**src/rtl/pdps_pkg.sv**
```systemverilog
// ----------------------------------------------------------------------------
// pdps_pkg
// Shared types and constants of the proximity dedup point store.
// ----------------------------------------------------------------------------
package pdps_pkg;

  // store geometry, fixed together with the field widths below
  localparam int REGION_COUNT      = 16;
  localparam int POINTS_PER_REGION = 64;

  // fixed field widths
  localparam int FUNC_W        = 1;
  localparam int REPORTED_W    = 5;
  localparam int READ_REGION_W = 4;
  localparam int ENTRY_W       = 6;
  localparam int STATUS_W      = 3;
  localparam int COUNT_W       = 7;
  localparam int SLOT_OUT_W    = 6;
  localparam int RADIUS_W      = 48;

  localparam logic [RADIUS_W-1:0] RADIUS_RESET = 48'd10486;

  // operation codes
  localparam logic [FUNC_W-1:0] FUNC_INSERT = 1'b0;
  localparam logic [FUNC_W-1:0] FUNC_READ   = 1'b1;

  // result status codes
  localparam logic [STATUS_W-1:0] ST_ADDED      = 3'd0;
  localparam logic [STATUS_W-1:0] ST_DUPLICATE  = 3'd1;
  localparam logic [STATUS_W-1:0] ST_FULL       = 3'd2;
  localparam logic [STATUS_W-1:0] ST_READ_OK    = 3'd3;
  localparam logic [STATUS_W-1:0] ST_READ_EMPTY = 3'd4;

  // status of the distance pipeline towards the controller
  typedef struct packed {
    logic busy;
    logic hit;
  } dist_status_t;

endpackage

```
**src/rtl/pdps_dist.sv**
```systemverilog
// ----------------------------------------------------------------------------
// pdps_dist
// Pipelined proximity test of one stored point against the new point:
// absolute differences, squares, then the compare against the radius.
// ----------------------------------------------------------------------------
module pdps_dist #(
  parameter int COORD_WIDTH = 24
) (
  input  logic                                 clk,
  input  logic                                 rst,
  input  logic                                 in_valid,
  input  logic                                 flush,
  input  logic signed [COORD_WIDTH-1:0]        ref_x,
  input  logic signed [COORD_WIDTH-1:0]        ref_y,
  input  logic signed [COORD_WIDTH-1:0]        new_x,
  input  logic signed [COORD_WIDTH-1:0]        new_y,
  input  logic [pdps_pkg::RADIUS_W-1:0]        radius_sq,
  output pdps_pkg::dist_status_t               dstat
);

  localparam int DW    = COORD_WIDTH + 1;
  localparam int SQW   = 2 * DW;
  localparam int CMP_W = (SQW + 1 > pdps_pkg::RADIUS_W) ? SQW + 1 : pdps_pkg::RADIUS_W;

  logic signed [DW-1:0] diff_x;
  logic signed [DW-1:0] diff_y;
  logic [DW-1:0]        abs_x;
  logic [DW-1:0]        abs_y;

  logic                 d_v;
  logic [DW-1:0]        d_x;
  logic [DW-1:0]        d_y;
  logic                 q_v;
  logic [SQW-1:0]       q_x;
  logic [SQW-1:0]       q_y;

  logic [CMP_W-1:0]     sx_ext;
  logic [CMP_W-1:0]     sy_ext;
  logic [CMP_W-1:0]     r_ext;
  logic                 close;

  // signed differences and their magnitudes
  always_comb begin
    diff_x = $signed({ref_x[COORD_WIDTH-1], ref_x}) - $signed({new_x[COORD_WIDTH-1], new_x});
    diff_y = $signed({ref_y[COORD_WIDTH-1], ref_y}) - $signed({new_y[COORD_WIDTH-1], new_y});
    abs_x  = diff_x[DW-1] ? DW'(-diff_x) : DW'(diff_x);
    abs_y  = diff_y[DW-1] ? DW'(-diff_y) : DW'(diff_y);
  end

  // difference stage, then square stage
  always_ff @(posedge clk) begin
    if (rst) begin
      d_v <= 1'b0;
      q_v <= 1'b0;
    end else begin
      d_v <= in_valid && !flush;
      q_v <= d_v && !flush;
    end
    d_x <= abs_x;
    d_y <= abs_y;
    q_x <= d_x * d_x;
    q_y <= d_y * d_y;
  end

  // compare: a single square at or above the radius never matches
  always_comb begin
    sx_ext = CMP_W'(q_x);
    sy_ext = CMP_W'(q_y);
    r_ext  = CMP_W'(radius_sq);
    close  = (sx_ext < r_ext) && (sy_ext < r_ext) && ((sx_ext + sy_ext) < r_ext);
  end

  assign dstat.hit  = q_v && close;
  assign dstat.busy = d_v || q_v;

endmodule

```
**config.mk**
```make
export PLATFORM = sky130hd
export DESIGN_NAME = pdps_dist
export DESIGN_NICKNAME = d
export VERILOG_FILES = /design/src/rtl/pdps_pkg.sv /design/src/rtl/pdps_dist.sv
export SDC_FILE = /design/constraint.sdc
export NUM_CORES = 2
export LEC_CHECK = 0
export ABC_AREA = 1
export BUFFER_PORTS_ARGS = -buffer_cell sky130_fd_sc_hd__buf_2
export CAP_MARGIN = 20
export CORE_MARGIN = 5
export CORE_UTILIZATION = 55
export CTS_CLUSTER_DIAMETER = 30
export DETAILED_ROUTE_END_ITERATION = 7
export HOLD_SLACK_MARGIN = 0.08
export PLACE_DENSITY = 0.85
export SYNTH_ARGS = -nofsm -noshare
export SYNTH_HDL_FRONTEND = slang
export SYNTH_SLANG_ARGS = --single-unit
```
**constraint.sdc**
```tcl
create_clock -name clk -period 6.2 [get_ports clk]
set_clock_uncertainty 0.15 [all_clocks]
set_input_delay 0.62 -clock clk [delete_from_list [all_inputs] [get_ports clk]]
set_output_delay 0.62 -clock clk [all_outputs]
set_load 0.01 [all_outputs]
```
==> results.cfg <==
[global_route]
grt_pass1_vias = 49342
antenna_found_initial = 1
grt_max_degree = 30
grt_first_pass_wirelength_um = 245000
gr-total-overflow = 0
grtUsageTotal_pct = 30.4

[detailed_routing]
ant_nets = 0
met2_length_um = 79100
wl_per_cell_um = 18.4
top_layer_used = met4
firstDrtPassIters = 8
wl_met1_um = 62200
drt_iter0_markers = 3965
vias = 48122
drt-vias-per-instance = 5.37
dr_wl_met3_um = 14000
wl_um = 165000
drc = 1

[synthesis]
ys.flop_type = dfxtp_1
netlist_area_sq_um = 51700
ys_types = 53
synth_xor_area_share_pct = 3.33
ys_seq_elements = 150
synthArstFlopShare_pct = 0
synth_compound_area_share_pct = 5.81
synth_edf_count = 0
synthCells = 6901
synth_seq_area_share_pct = 5.81
muxShareOfSynthArea_pct = 0
synth_nets = 8598
syn_avg_cell_area_sq_um = 7.49
synth_warnings = 0
synth-adder-area-share_pct = 51.1
synth_top_family_by_area = adder cells
yosys.area_share.simple_pct = 17.4

[clock_tree]
numCtsBuffers = 17
clk_pin_slew_ns = 0.09
cts_buffer_depth = 2
htree_levels = 4
ctsHoldBuffers = 0
clk_latency_ns = 0.52
cts.sink_count = 150
cts_root_buf = clkbuf_16
cts_tree = yes

[placed_design]
dpl_cell_area_sq_um = 58500
globalplace.congestion = 0.965
dp_hpwl_um = 127000
port_buffers = 149

[job]
maxCapViolCount = 0

[sta]
finalCriticalPeriod_ns = 6.53
fin_tns_setup_ns = -7.58
fmax_ghz = 0.153
worst_pin_slew_ns = 0.788
slew_violations = 0
finalSetupViolations = 49
finalHoldViolCount = 0
finalWorstSetupSlack_ns = -0.326
rsz0062_at_grt = yes
max_slew_margin_pct = 46.8
fin_crit_sh_pct = 105
timing.hold.ws_ns = 0.108

[setup_path]
critical_path_class = register to register
arrival_ns = 6.77
start_kind = register
worstPathRequired_ns = 6.44
slowest_delay_ns = 0.57
crit_fanout = 5
endpoint_kind = register
cp_slowest_cell = fa_1
timing.critical_path.mode_cell = fa_1

[floorplan]
die_h_um = 316
rows = 112
die_x_um = 316
initial_core_util_pct = 55.4
design.die.area_sq_um = 100000
design.core.area_sq_um = 93300
ioPinCount = 150

[layout]
drive_gt1_share_pct = 22.7
area_growth_pct = 24.3
fillCellCount = 6688
n_antenna_cell = 0
final_cell_area_sq_um = 64200
nets = 9389
multi_input_area_sq_um = 43300
register_area_sq_um = 3130

[status]
status = complete, but fails checks
violations = design-rule violations, negative setup slack

[hold_path]
min_path_type = input pin to register
-- worst max-delay path: cells and delay by family, from the launching register on --
family | cells | cell delay [ns]
AOI/OAI and AO/OA | 3 | 0.45
xor gates and xnor gates | 1 | 0.15
adders and majority gates | 8 | 3.80
and+or+nand+nor | 5 | 0.51
DFF | 1 | 0.35
buffers and inverters | 11 | 0.98
-- state kept, by name, indices dropped and copies added, names as in the netlist --
| signal | cells |
|---|---|
| d_v | 1 |
| d_x | 25 |
| d_y | 25 |
| q_v | 1 |
| q_x | 49 |
| q_y | 49 |
-- area by class of cell --
cell class / instances / area share (%)
clock buffer: 17 / 0.662
inverter: 2125 / 12.4
clock inverter: 15 / 0.222
sequential: 150 / 4.87
timing repair buffer: 921 / 12.0
tap: 1254 / 2.44
multi-input combinational: 4477 / 67.3
-- placed cells by master (no fill, tap or decap), drive strengths merged, types with 8 or more instances in the layout --
cell type | netlist | layout
xnor2 | 73 | 73
a21boi | 11 | 11
o21bai | 27 | 27
clkbuf | 143 | 20
nand3 | 182 | 182
nand3b | 8 | 8
xor2 | 122 | 122
nand2 | 1519 | 1519
inv | 2125 | 2131
fa | 934 | 934
nor2 | 374 | 374
a31oi | 34 | 34
o21ai | 125 | 125
nor3 | 31 | 31
buf | 6 | 918
nor4 | 16 | 16
nand4 | 55 | 55
a21oi | 267 | 267
ha | 615 | 615
dfxtp | 150 | 150
o21a | 10 | 10
a21o | 29 | 29
-- synth_stat cells, types with 3 or more instances --
library cell	count	area share (%)
o211ai_1	4	0.058
inv_1	2117	15
and2_1	4	0.048
ha_1	615	15
o21ai_0	116	1.1
o21a_1	10	0.15
nor2_4	4	0.087
nand3b_1	8	0.12
a211oi_1	5	0.073
nand2_2	24	0.29
nor4_1	16	0.19
a21oi_1	265	2.6
nand4_1	55	0.67
clkbuf_1	143	1.0
nor2_1	358	2.6
a31oi_1	34	0.41
xor2_1	120	2.0
xnor2_1	73	1.2
buf_4	3	0.044
a21boi_0	9	0.13
and3_1	3	0.036
a21o_1	29	0.42
dfxtp_1	150	5.8
a221oi_1	6	0.10
o21bai_1	27	0.39
o21ai_1	7	0.068
nand3_2	10	0.19
nor3_1	30	0.29
fa_1	934	36
nand2_1	1495	11
nor2_2	12	0.15
nor4b_1	3	0.051
buf_6	3	0.065
or2_2	6	0.073
nand3_1	172	1.7
inv_2	8	0.058
-- final timing paths --
kind,depth (start not counted),slack (ns),from,end
max,28,-0.33,d_x[7]$_DFF_P_,q_x[46]$_DFF_P_
min,2,0.11,rst,q_v$_SDFF_PP0_
max reg2reg,28,-0.33,d_x[7]$_DFF_P_,q_x[46]$_DFF_P_
min reg2reg,2,0.30,d_v$_SDFF_PP0_,q_v$_SDFF_PP0_
-- timing repair --
action / in CTS / in global routing
pin swaps: 157 / 310
setup buffers: 53 / 95
resized for setup: 434 / 690
setup endpoints to repair: 64 / 63
gates cloned: 0 / 3
-- cell families (layout without fill, tap and decap cells) --
group | count (synthesis) | after routing
flip-flops | 150 | 150
buffers and inverters | 2274 | 3078
adder cells (fa/ha/maj) | 1549 | 1549
AND/OR/NAND/NOR | 2203 | 2203
AO/OA/AOI/OAI | 530 | 530
XOR/XNOR | 195 | 195
-- through the flow --
step | utilization, % | instances | worst slack, ns
finish | 68.8 | 8959 | -0.326
global placement | 62.6 | 8784 | -0.529
detailed placement | 62.6 | 8784 | -0.695
CTS | 65.5 | 8867 | -0.0642
global route | 68.8 | 8959 | -0.540
floorplan | - | 6901 | -0.0179
-- metal layers --
metal / track usage, % / vias to the layer above
met5: 0 / -
met4: 11.4 / 0
met3: 4.51 / 769
met2: 51.4 / 2480
met1: 39.9 / 23128
li1: - / 21745
Power is left out: the tool's default activity adds up to more than one toggle a clock period on the data nets, which glitch-free logic cannot reach.
